**config.mk**
```make
export PLATFORM = sky130hd
export DESIGN_NAME = multichannel_pulse_wave_synth_core
export DESIGN_NICKNAME = d
export VERILOG_FILES = /design/src/rtl/mpws_pkg.sv /design/src/rtl/mpws_inc_div.sv /design/src/rtl/multichannel_pulse_wave_synth_core.sv
export SDC_FILE = /design/constraint.sdc
export NUM_CORES = 2
export LEC_CHECK = 0
export BUFFER_PORTS_ARGS = -buffer_cell sky130_fd_sc_hd__buf_2
export CORE_ASPECT_RATIO = 1.75
export CORE_MARGIN = 2
export CORE_UTILIZATION = 65
export CTS_CLUSTER_DIAMETER = 120
export DETAILED_ROUTE_END_ITERATION = 10
export GPL_TIMING_DRIVEN = 0
export HOLD_SLACK_MARGIN = 0.06
export PLACE_DENSITY = 0.82
export SYNTH_ARGS = -nofsm -noshare
export SYNTH_HDL_FRONTEND = slang
export SYNTH_HIERARCHICAL = 1
export SYNTH_SLANG_ARGS = --single-unit
```
**constraint.sdc**
```tcl
create_clock -name clk -period 12 [get_ports clk]
set_clock_uncertainty 0.15 [all_clocks]
set_input_delay 1.8 -clock clk [delete_from_list [all_inputs] [get_ports clk]]
set_output_delay 1.8 -clock clk [all_outputs]
set_load 0.02 [all_outputs]
```
**src/rtl/mpws_pkg.sv**
```systemverilog
// ----------------------------------------------------------------------------
// mpws_pkg
// shared types and constants for the multichannel pulse wave synth
// ----------------------------------------------------------------------------
package mpws_pkg;

  localparam int PHASE_W  = 32;
  localparam int SAMPLE_W = 16;
  localparam int DIV_LAT  = 4;

  typedef enum logic [1:0] {
    KIND_TICK = 2'd0,
    KIND_FREQ = 2'd1,
    KIND_DUTY = 2'd2
  } kind_t;

endpackage

```
**src/rtl/mpws_inc_div.sv**
```systemverilog
// ----------------------------------------------------------------------------
// mpws_inc_div
// pipelined phase increment: (freq << (32 - FRAC_BITS)) / SAMPLE_RATE by a
// constant reciprocal multiply with one correction step, DIV_LAT stages
// ----------------------------------------------------------------------------
module mpws_inc_div import mpws_pkg::*; #(
  parameter int SAMPLE_RATE = 44100,
  parameter int FRAC_BITS   = 16
) (
  input  logic               clk,
  input  logic               en,
  input  logic [PHASE_W-1:0] freq,
  output logic [PHASE_W-1:0] inc
);

  localparam int SHIFT  = PHASE_W - FRAC_BITS;
  localparam int DIV_K  = 50;
  localparam int M_HALF = 19;
  localparam int PP_W   = PHASE_W + M_HALF;
  localparam int PROD_W = PHASE_W + 2 * M_HALF;
  localparam int QR_W   = PHASE_W + 18;
  localparam logic [63:0] RECIP = (64'd1 << DIV_K) / 64'(SAMPLE_RATE);
  localparam logic [M_HALF-1:0] RECIP_LO = RECIP[M_HALF-1:0];
  localparam logic [M_HALF-1:0] RECIP_HI = RECIP[2*M_HALF-1:M_HALF];

  logic [PP_W-1:0]    p_lo;
  logic [PP_W-1:0]    p_hi;
  logic [PHASE_W-1:0] f1;
  logic [PHASE_W-1:0] q0;
  logic [PHASE_W-1:0] f2;
  logic [PHASE_W-1:0] q1;
  logic [QR_W-1:0]    qr;
  logic [PHASE_W-1:0] f3;
  logic [PROD_W-1:0]  prod;
  logic [63:0]        rem;

  assign prod = PROD_W'(p_lo) + (PROD_W'(p_hi) << M_HALF);
  assign rem  = (64'(f3) << SHIFT) - 64'(qr);

  always_ff @(posedge clk) begin
    if (en) begin
      p_lo <= PP_W'(freq) * PP_W'(RECIP_LO);
      p_hi <= PP_W'(freq) * PP_W'(RECIP_HI);
      f1   <= freq;
      q0   <= PHASE_W'(prod >> (DIV_K - SHIFT));
      f2   <= f1;
      qr   <= QR_W'(q0) * QR_W'(SAMPLE_RATE);
      q1   <= q0;
      f3   <= f2;
      inc  <= (rem >= 64'(SAMPLE_RATE)) ? q1 + PHASE_W'(1) : q1;
    end
  end

endmodule

```
**src/rtl/multichannel_pulse_wave_synth_core.sv**
```systemverilog
// ----------------------------------------------------------------------------
// multichannel_pulse_wave_synth_core
// mixes CHANNELS pulse oscillators with 32-bit phase accumulators into one
// signed 16-bit sample per tick item
// ----------------------------------------------------------------------------
// One item is accepted every cycle unless the input stalls. Every item, tick
// or write, runs through the same in-order pipeline: an input register, the
// DIV_LAT stage increment divider (a frequency write is turned into its phase
// increment there), a commit stage that updates the channel registers and
// phases, and the output register. A two-deep output register and skid stage
// keep input transfers going while a sample waits; the input stalls only when
// both hold a sample.
module multichannel_pulse_wave_synth_core import mpws_pkg::*; #(
  parameter int CHANNELS    = 4,
  parameter int SAMPLE_RATE = 44100,
  parameter int FRAC_BITS   = 16
) (
  input  logic                clk,
  input  logic                rst,
  input  logic                s_axis_tvalid,
  output logic                s_axis_tready,
  input  logic [39:0]         s_axis_tdata,   // channel[1:0], value[33:2], zero pad
  input  logic [1:0]          s_axis_tuser,   // kind[1:0]
  output logic                m_axis_tvalid,
  input  logic                m_axis_tready,
  output logic [SAMPLE_W-1:0] m_axis_tdata    // sample[15:0]
);

  localparam logic [63:0] NYQ = 64'(SAMPLE_RATE / 2) << FRAC_BITS;
  localparam logic signed [SAMPLE_W-1:0] HI_PART = SAMPLE_W'(32767 / CHANNELS);
  localparam logic signed [SAMPLE_W-1:0] LO_PART = SAMPLE_W'(-32768 / CHANNELS);

  typedef struct packed {
    logic               vld;
    kind_t              kind;
    logic [1:0]         channel;
    logic               active;
    logic [PHASE_W-1:0] value;
  } ctl_t;

  logic               en;
  logic               in_vld;
  kind_t              in_kind;
  logic [1:0]         in_channel;
  logic [PHASE_W-1:0] in_value;
  logic               in_active;
  ctl_t               ctl [DIV_LAT];
  ctl_t               cm;
  logic [PHASE_W-1:0] inc;

  logic               chan_active [CHANNELS];
  logic [PHASE_W-1:0] chan_inc    [CHANNELS];
  logic [PHASE_W-1:0] chan_duty   [CHANNELS];
  logic [PHASE_W-1:0] phase       [CHANNELS];

  logic                       tk_vld;
  logic signed [SAMPLE_W-1:0] contrib [CHANNELS];
  logic signed [SAMPLE_W-1:0] sum;
  logic                       push;

  logic                out_vld;
  logic [SAMPLE_W-1:0] out_sample;
  logic                skid_vld;
  logic [SAMPLE_W-1:0] skid_sample;

  assign en            = !skid_vld;
  assign s_axis_tready = en;
  assign cm            = ctl[DIV_LAT-1];
  assign push          = en && tk_vld;
  assign m_axis_tvalid = out_vld;
  assign m_axis_tdata  = out_sample;

  assign in_active = !in_value[PHASE_W-1] && (in_value != '0) && (64'(in_value) <= NYQ);

  always_ff @(posedge clk) begin
    if (rst) begin
      in_vld <= 1'b0;
    end else if (en) begin
      in_vld <= s_axis_tvalid;
    end
    if (en) begin
      in_kind    <= kind_t'(s_axis_tuser);
      in_channel <= s_axis_tdata[1:0];
      in_value   <= s_axis_tdata[33:2];
    end
  end

  mpws_inc_div #(
    .SAMPLE_RATE (SAMPLE_RATE),
    .FRAC_BITS   (FRAC_BITS)
  ) u_inc_div (
    .clk  (clk),
    .en   (en),
    .freq (in_value),
    .inc  (inc)
  );

  always_ff @(posedge clk) begin
    if (rst) begin
      for (int i = 0; i < DIV_LAT; i++) begin
        ctl[i] <= '0;
      end
    end else if (en) begin
      ctl[0] <= '{vld: in_vld, kind: in_kind, channel: in_channel,
                  active: in_active, value: in_value};
      for (int i = 1; i < DIV_LAT; i++) begin
        ctl[i] <= ctl[i-1];
      end
    end
  end

  always_ff @(posedge clk) begin
    if (rst) begin
      tk_vld <= 1'b0;
      for (int i = 0; i < CHANNELS; i++) begin
        chan_active[i] <= 1'b0;
        chan_duty[i]   <= '0;
        phase[i]       <= '0;
      end
    end else if (en) begin
      tk_vld <= cm.vld && (cm.kind == KIND_TICK);
      for (int i = 0; i < CHANNELS; i++) begin
        if (cm.vld && (32'(cm.channel) == i)) begin
          case (cm.kind)
            KIND_FREQ: begin
              chan_active[i] <= cm.active;
              chan_inc[i]    <= inc;
            end
            KIND_DUTY: begin
              chan_duty[i] <= cm.value;
            end
            default: begin
            end
          endcase
        end
        if (cm.vld && (cm.kind == KIND_TICK) && chan_active[i]) begin
          phase[i] <= phase[i] + chan_inc[i];
        end
      end
    end
  end

  always_ff @(posedge clk) begin
    if (en) begin
      for (int i = 0; i < CHANNELS; i++) begin
        if (!chan_active[i]) begin
          contrib[i] <= '0;
        end else if ($signed({1'b0, phase[i] >> FRAC_BITS}) <
                     $signed({chan_duty[i][PHASE_W-1], chan_duty[i]})) begin
          contrib[i] <= HI_PART;
        end else begin
          contrib[i] <= LO_PART;
        end
      end
    end
  end

  always_comb begin
    sum = '0;
    for (int i = 0; i < CHANNELS; i++) begin
      sum = sum + contrib[i];
    end
  end

  always_ff @(posedge clk) begin
    if (rst) begin
      out_vld  <= 1'b0;
      skid_vld <= 1'b0;
    end else if (out_vld && m_axis_tready) begin
      if (skid_vld) begin
        out_sample <= skid_sample;
        out_vld    <= 1'b1;
        skid_vld   <= 1'b0;
      end else if (push) begin
        out_sample <= sum;
        out_vld    <= 1'b1;
      end else begin
        out_vld <= 1'b0;
      end
    end else if (!out_vld) begin
      if (push) begin
        out_sample <= sum;
        out_vld    <= 1'b1;
      end
    end else if (push) begin
      skid_sample <= sum;
      skid_vld    <= 1'b1;
    end
  end

endmodule
```
# After elaboration in Yosys (flattened, before gate mapping)
# Memory sizes are Yosys's and may differ from the RTL's.
# Index checks and enable logic that the tools add are counted.
# Widths: inputs -> output; s select.
classes:
  n_addsub: 10
  n_mul: 3
  div: 0
  n_lt_le_gt_ge: 6
  eq_ne: 6
  shifts: 0
  n_mux: 141
  bitwise_logic: 26
  reduce_logical: 25
op_table:
  columns: ["operator", "count"]
  rows:
  - ["$mux 32", 12]
  - ["$mux 16", 12]
  - ["$mux 38", 4]
  - ["$add 32x32->32", 4]
  - ["$lt 17x32->1", 4]
  - ["$mux 1", 110]
  - ["$reduce_or 32->1", 3]
  - ["$add 51x66->66", 1]
  - ["$ge 64x16->1 const B", 1]
  - ["$mul 32x17->49 const B", 1]
  - ["$sub 48x48->49", 1]
  - ["$add 16x16->16", 3]
  - ["$mul 32x16->47 const B", 1]
  - ["$mul 32x14->46 const B", 1]
  - ["$add 32x1->32 const B", 1]
  - ["$le 32x31->1 const B", 1]
  - ["$reduce_bool 32->1", 1]
  - ["$or 1x1->1", 24]
  - ["$logic_and 1x1->1", 13]
  - ["$eq 2x2->1 const B", 3]
  - ["$mux 2", 3]
  - ["$eq 2x1->1 const B", 2]
  - ["$logic_not 2->1", 2]
  - ["$reduce_and 2->1", 2]
  - ["5 further kinds", 7]
word_totals:
  register_bits: 406
  latchBits: 0
  mem_bits_rw: 604
  mem_bits_ro: 0
  inputBits: 46
  elab_cells: 241
  memories: 6
memory_table:
  columns: ["name", "words", "word_bits", "rd", "rd_ports_with_merged_regs", "wr", "line_no", "text"]
  rows:
  - ["ctl", 4, 38, 4, 0, 4, "multichannel_pulse_wave_synth_core.sv:47", "ctl_t ctl [DIV_LAT];"]
  - ["chan_duty", 4, 32, 4, 0, 4, "multichannel_pulse_wave_synth_core.sv:53", "logic [PHASE_W-1:0] chan_duty [CHANNELS];"]
  - ["chan_inc", 4, 32, 4, 0, 1, "multichannel_pulse_wave_synth_core.sv:52", "logic [PHASE_W-1:0] chan_inc [CHANNELS];"]
  - ["phase", 4, 32, 4, 0, 4, "multichannel_pulse_wave_synth_core.sv:54", "logic [PHASE_W-1:0] phase [CHANNELS];"]
  - ["contrib", 4, 16, 4, 0, 4, "multichannel_pulse_wave_synth_core.sv:57", "logic signed [SAMPLE_W-1:0] contrib [CHANNELS];"]
  - ["chan_active", 4, 1, 4, 0, 4, "multichannel_pulse_wave_synth_core.sv:51", "logic chan_active [CHANNELS];"]

# Logic depth before layout (Yosys ltp)
# An unclocked memory read counts as a cell.
depth:
  word_depth: 11
  ltp_mapped: 26
  ltp_nobuf: 26

# By module
# Netlist, hierarchy kept.
by_module_without_submodules:
  columns: ["mod", "instances", "cells_each", "area_each_um2", "seq_area_each_um2"]
  rows:
  - ["mpws_inc_div", 1, 3561, 38877.3, 9369.0]
  - ["multichannel_pulse_wave_synth_core", 1, 2298, 29457.0, 18337.6]

# Worst setup path after synthesis
# OpenSTA, ideal clock, no wires.
synth_path:
  kind: "reg-to-reg"
  startpoint: "register skid_vld"
  endpoint: "register skid_sample[0] (enable)"
  setup_ps: 401
  arrival_ps: 10278
  path_slack_ps: 1170
  stages_incl_launch_ff: 5
  path_cell_list: "dfxtp_1 > clkbuf_1 > inv_1 > nand2_1 > nor4b_1"
synth_via:
  elab_chain_cells: 3
synth_lines:
  columns: ["element", "line_no", "text"]
  rows:
  - ["from (decl)", "multichannel_pulse_wave_synth_core.sv:63", "logic skid_vld;"]
  - ["from (signal assigned)", "multichannel_pulse_wave_synth_core.sv:168", "skid_vld <= 1'b0;"]
  - ["from (signal assigned)", "multichannel_pulse_wave_synth_core.sv:173", "skid_vld <= 1'b0;"]
  - ["from (signal assigned)", "multichannel_pulse_wave_synth_core.sv:187", "skid_vld <= 1'b1;"]
  - ["$logic_not 1->1", "multichannel_pulse_wave_synth_core.sv:66", "assign en = !skid_vld;"]
  - ["via s_axis_tready", "multichannel_pulse_wave_synth_core.sv:21", "output logic s_axis_tready,"]
  - ["$logic_and 1x1->1", "multichannel_pulse_wave_synth_core.sv:69", "assign push = en && tk_vld;"]
  - ["$reduce_and 4->1 (no line)", null, null]
  - ["to (signal assigned)", "multichannel_pulse_wave_synth_core.sv:186", "skid_sample <= sum;"]
  - ["to (decl)", "multichannel_pulse_wave_synth_core.sv:64", "logic [SAMPLE_W-1:0] skid_sample;"]
# The timed path passes the listed nets, and every way through them passes these cells.
# A chain may end at the register's enable or synchronous reset.

# Final worst setup path
layout_path:
  startpoint: "register in_value[4]"
  endpoint: "register u_inc_div.p_hi[42] (data pin)"
layout_via:
  elab_chain_cells: 1
layout_lines:
  columns: ["element", "line_no", "text"]
  rows:
  - ["from (decl)", "multichannel_pulse_wave_synth_core.sv:45", "logic [PHASE_W-1:0] in_value;"]
  - ["from (signal assigned)", "multichannel_pulse_wave_synth_core.sv:84", "in_value <= s_axis_tdata[33:2];"]
  - ["$mul 32x16->47", "mpws_inc_div.sv:43", "p_hi <= PP_W'(freq) * PP_W'(RECIP_HI);"]
  - ["to (signal assigned)", "mpws_inc_div.sv:43", null]
  - ["to (decl)", "mpws_inc_div.sv:27", "logic [PP_W-1:0] p_hi;"]
# Every way passes these cells.

==> Implementation_results.wiki <==
{| class="wikitable"
! Metric !! Value
|-
| DRC marker count from the first detailed-route iteration || 2788
|-
| Clk sink count || 924
|-
| Instance count on the critical path || 24
|-
| Kind of cell with the highest combined delay on the critical path || compound AO/OA/AOI/OAI gates
|-
| Slew at the pin closest to its max-slew limit || 1.506 ns
|-
| Start of the worst register-to-register path || in_value[4]$_DFFE_PN_
|-
| Hpwl dp || 133100 microns
|-
| Area Growth Syn to Fin || 7.716%
|-
| Clk buf depth || 3
|-
| Main synth FF type || edfxtp_1
|-
| Peak per-stage delay on the critical path || 0.96 ns
|-
| Number of gates resized after cts || 0
|-
| First-pass GRT wire length || 257700 microns
|-
| Port Buf Inserts || 57
|-
| Fmax || 0.1126 GHz
|-
| Cell at the root of the clock tree || clkbuf_16
|-
| Commonest cells after routing, fill and taps aside || 1001 x inv_1, 920 x edfxtp_1, 817 x ha_1
|-
| Number of buffers added by the clock tree synthesis step || 85
|-
| Number of synthesized register bits || 924
|-
| Critical Path Source || in_value[4]$_DFFE_PN_
|-
| Unrepaired setup endpoints after global routing || no
|-
| Capturing element type of the critical path || register
|-
| Mapped Cells || 5859
|-
| Number of detailed-route iterations in the first pass || 7
|-
| Fraction of the yosys area taken by sequential cells || 40.55%
|-
| Cell area reported after detailed placement || 0.07059 sq mm
|-
| Synthesized area per cell || 11.66 sq um
|-
| Number of core rows || 157
|-
| Drc violations || 0
|-
| Number of nets in the synthesized netlist || 7258
|-
| Vertical extent of the die || 432.9 microns
|-
| Maximum number of pins on one net before global-route repair || 130
|-
| Clock tree from TritonCTS || done
|-
| Initial Utilization || 65.39%
|-
| Data arrival time of the worst path || 9.16 ns
|-
| Category of the critical setup timing path || register to register
|-
| Portion of the clock cycle consumed by the worst path in the final layout || 73.98%
|-
| Largest fanout on the critical path || 18
|-
| Post-CTS Hold Fix Bufs || 0
|-
| Post-synthesis instance area || 0.06833 sq mm
|-
| Layout cells sized above 1 || 4.700%
|-
| Worst path cell trace || ha_1 > xor2_1 > ha_1 > nand2b_1 > ha_1 > fa_1 > inv_1 > fa_1 > fa_1 > inv_1 > ha_1 > o21ai_0 > nor2_1 > o41ai_1 > a211oi_1 > a211o_1 > a41o_1 > o31ai_1 > a211o_1 > a31oi_1 > a2111oi_0 > o31ai_1 > a21oi_1 > xnor2_1
|-
| Crit path time final || 8.878 ns
|-
| Violated checks || max-slew violations
|-
| Number of global-route vias before repair || 48270
|-
| Routed WL || 168400 microns
|-
| Post-Place Cells || 7279
|-
| Path depth of the worst reg2reg path || 24
|-
| Share of the core filled with cells in the final layout || 70.43%
|-
| Routed wire length per instance || 22.65 microns
|-
| Relative slew slack || -0.3911%
|-
| Number of antenna violations at the first check in global routing || 2
|-
| Clock latency reported for the late side of the worst-skew pair || 0.72 ns
|-
| DRT antenna net count || 0
|-
| Clock Pin Slew Worst Setup and Hold Paths || 0.07 ns
|-
| Buffers & Inverters on Critical Path || 2
|-
| Required time of the worst setup path || 12.29 ns
|-
| Global routing usage summed across all routing layers || 31.79%
|-
| HP Start || u_inc_div/f1[30]$_DFFE_PP_
|-
| Number of H-tree branching levels || 3
|-
| Hold Path Cell Cnt || 0
|-
| Synth async-reset ratio || 0%
|-
| Library cell contributing the largest single delay on the critical path || edfxtp_1
|-
| Distinct cells, synth || 97
|-
| Status || finished with violations
|-
| Die W || 249.1 microns
|-
| Fin cells || 7437
|-
| Post-route design area || 0.07361 sq mm
|-
| Type of the tightest min-delay check || register to register
|-
| Final hold viol count || 0
|-
| Commonest non-fill, non-tap cell in the layout || inv_1
|-
| Post-CTS setup buffer count || 0
|-
| CORE AREA || 0.1045 sq mm
|-
| Floorplan die area || 0.1078 sq mm
|-
| Filler cell count in the final layout || 7216
|-
| Vias || 44470
|-
| Count of boundary I/O pins || 64
|-
| GRT overflow || 0
|-
| Net count, final || 7414
|-
| Count of flip-flops with a built-in enable after synthesis || 920
|-
| Kind of launch point of the worst setup path || register
|-
| Final setup fails || 0
|-
| Number of violations of the max-capacitance limit || 0
|-
| Most prevalent standard cell on the critical path || ha_1
|-
| Number of warnings issued by yosys || 6
|-
| Weighted congestion at the end of routability-driven global placement || 0.9977
|-
| Detail-routed via count per cell || 5.979
|-
| Pins Over Slew Limit || 16
|}
-- per-layer routing --
layer,track usage (%),wire (microns)
met1,29.63,53230
met4,27.10,16770
met5,0,13
met3,3.769,6663
met2,60.98,91760
-- cell usage after synthesis, types with 38 or more instances --
cell | instances | area, sq um
nand2b_1 | 71 | 444.2
a211oi_1 | 38 | 285.3
fa_1 | 536 | 10730
nand2_1 | 181 | 679.4
nor2_1 | 308 | 1156
nand3_1 | 82 | 410.4
and3_1 | 48 | 300.3
nor3_1 | 61 | 305.3
clkbuf_1 | 68 | 255.2
a21oi_1 | 274 | 1371
xnor2_1 | 190 | 1664
inv_1 | 1002 | 3761
o21ai_0 | 140 | 700.7
a21o_1 | 181 | 1359
and2_1 | 296 | 1852
nor2b_1 | 48 | 300.3
ha_1 | 817 | 10220
xor2_1 | 135 | 1182
edfxtp_1 | 920 | 27630
-- flip-flops by register name, summed over array words and instances, names as in the netlist, 4 cells and up --
| signal | flops |
|---|---|
| skid_sample | 8 |
| u_inc_div/f1 | 32 |
| u_inc_div/p_hi | 46 |
| in_value | 32 |
| u_inc_div/inc | 32 |
| u_inc_div/f2 | 32 |
| u_inc_div/p_lo | 32 |
| u_inc_div/q0 | 32 |
| u_inc_div/f3 | 32 |
| phase | 128 |
| u_inc_div/qr | 42 |
| u_inc_div/q1 | 32 |
| m_axis_tdata | 16 |
| chan_duty | 128 |
| chan_inc | 128 |
| ctl | 152 |
| chan_active | 4 |
| contrib | 8 |
-- logic make-up after synthesis --
| family | Yosys count | synth area share [%] |
|---|---|---|
| adder cells (fa/ha/maj) | 1353 | 30.66 |
| buffers and inverters | 1079 | 5.976 |
| AND/OR/NAND/NOR | 1255 | 9.745 |
| flip-flops | 924 | 40.55 |
| multiplexers | 10 | 0.1520 |
| XOR/XNOR | 325 | 4.166 |
| AO/OA/AOI/OAI | 913 | 8.754 |
-- path summary, 6_finish.rpt --
check	end	slack [ns]
worst max-delay path	u_inc_div/p_hi[42]$_DFFE_PP_	3.12
worst min-delay path	u_inc_div/f2[30]$_DFFE_PP_	0.25
worst max register to register	u_inc_div/p_hi[42]$_DFFE_PP_	3.12
worst min register to register	u_inc_div/f2[30]$_DFFE_PP_	0.25
-- per-stage QoR --
step                      hold slack, ns  setup TNS [ns]  setup slack (ns)
after floorplan                   0.2503               0             1.170
after global routing              0.2433               0             2.786
final                             0.2523               0             3.122
after detailed placement          0.2545               0             3.197
after CTS                         0.2413               0             3.179
after global placement            0.2510          -51.07            -2.903
-- final cells by class --
type / instances / area (sq um) / share of cell area, %
antenna: 1 / 2.502 / 0.003400
buffer: 77 / 322.8 / 0.4386
inverter: 1002 / 3769 / 5.120
clock buffer: 91 / 2150 / 2.920
tap: 1351 / 1690 / 2.296
multi-input combinational: 3856 / 36600 / 49.72
sequential: 924 / 27710 / 37.64
clock inverter: 66 / 857.1 / 1.164
timing repair buffer: 69 / 509.2 / 0.6918
-- worst reg2reg max path, stage by stage (launching register included) --
cell       delay, ns
edfxtp_1        0.96
ha_1            0.43
xor2_1          0.56
ha_1            0.25
nand2b_1        0.10
ha_1            0.16
fa_1            0.42
inv_1           0.08
fa_1            0.45
fa_1            0.56
inv_1           0.04
ha_1            0.37
o21ai_0         0.17
nor2_1          0.09
o41ai_1         0.65
a211oi_1        0.19
a211o_1         0.34
a41o_1          0.32
o31ai_1         0.70
a211o_1         0.25
a31oi_1         0.16
a2111oi_0       0.75
o31ai_1         0.15
a21oi_1         0.21
xnor2_1         0.09
Power is not shown: default switching activity piles up to over one toggle a cycle in this logic, so the estimate is an artifact.
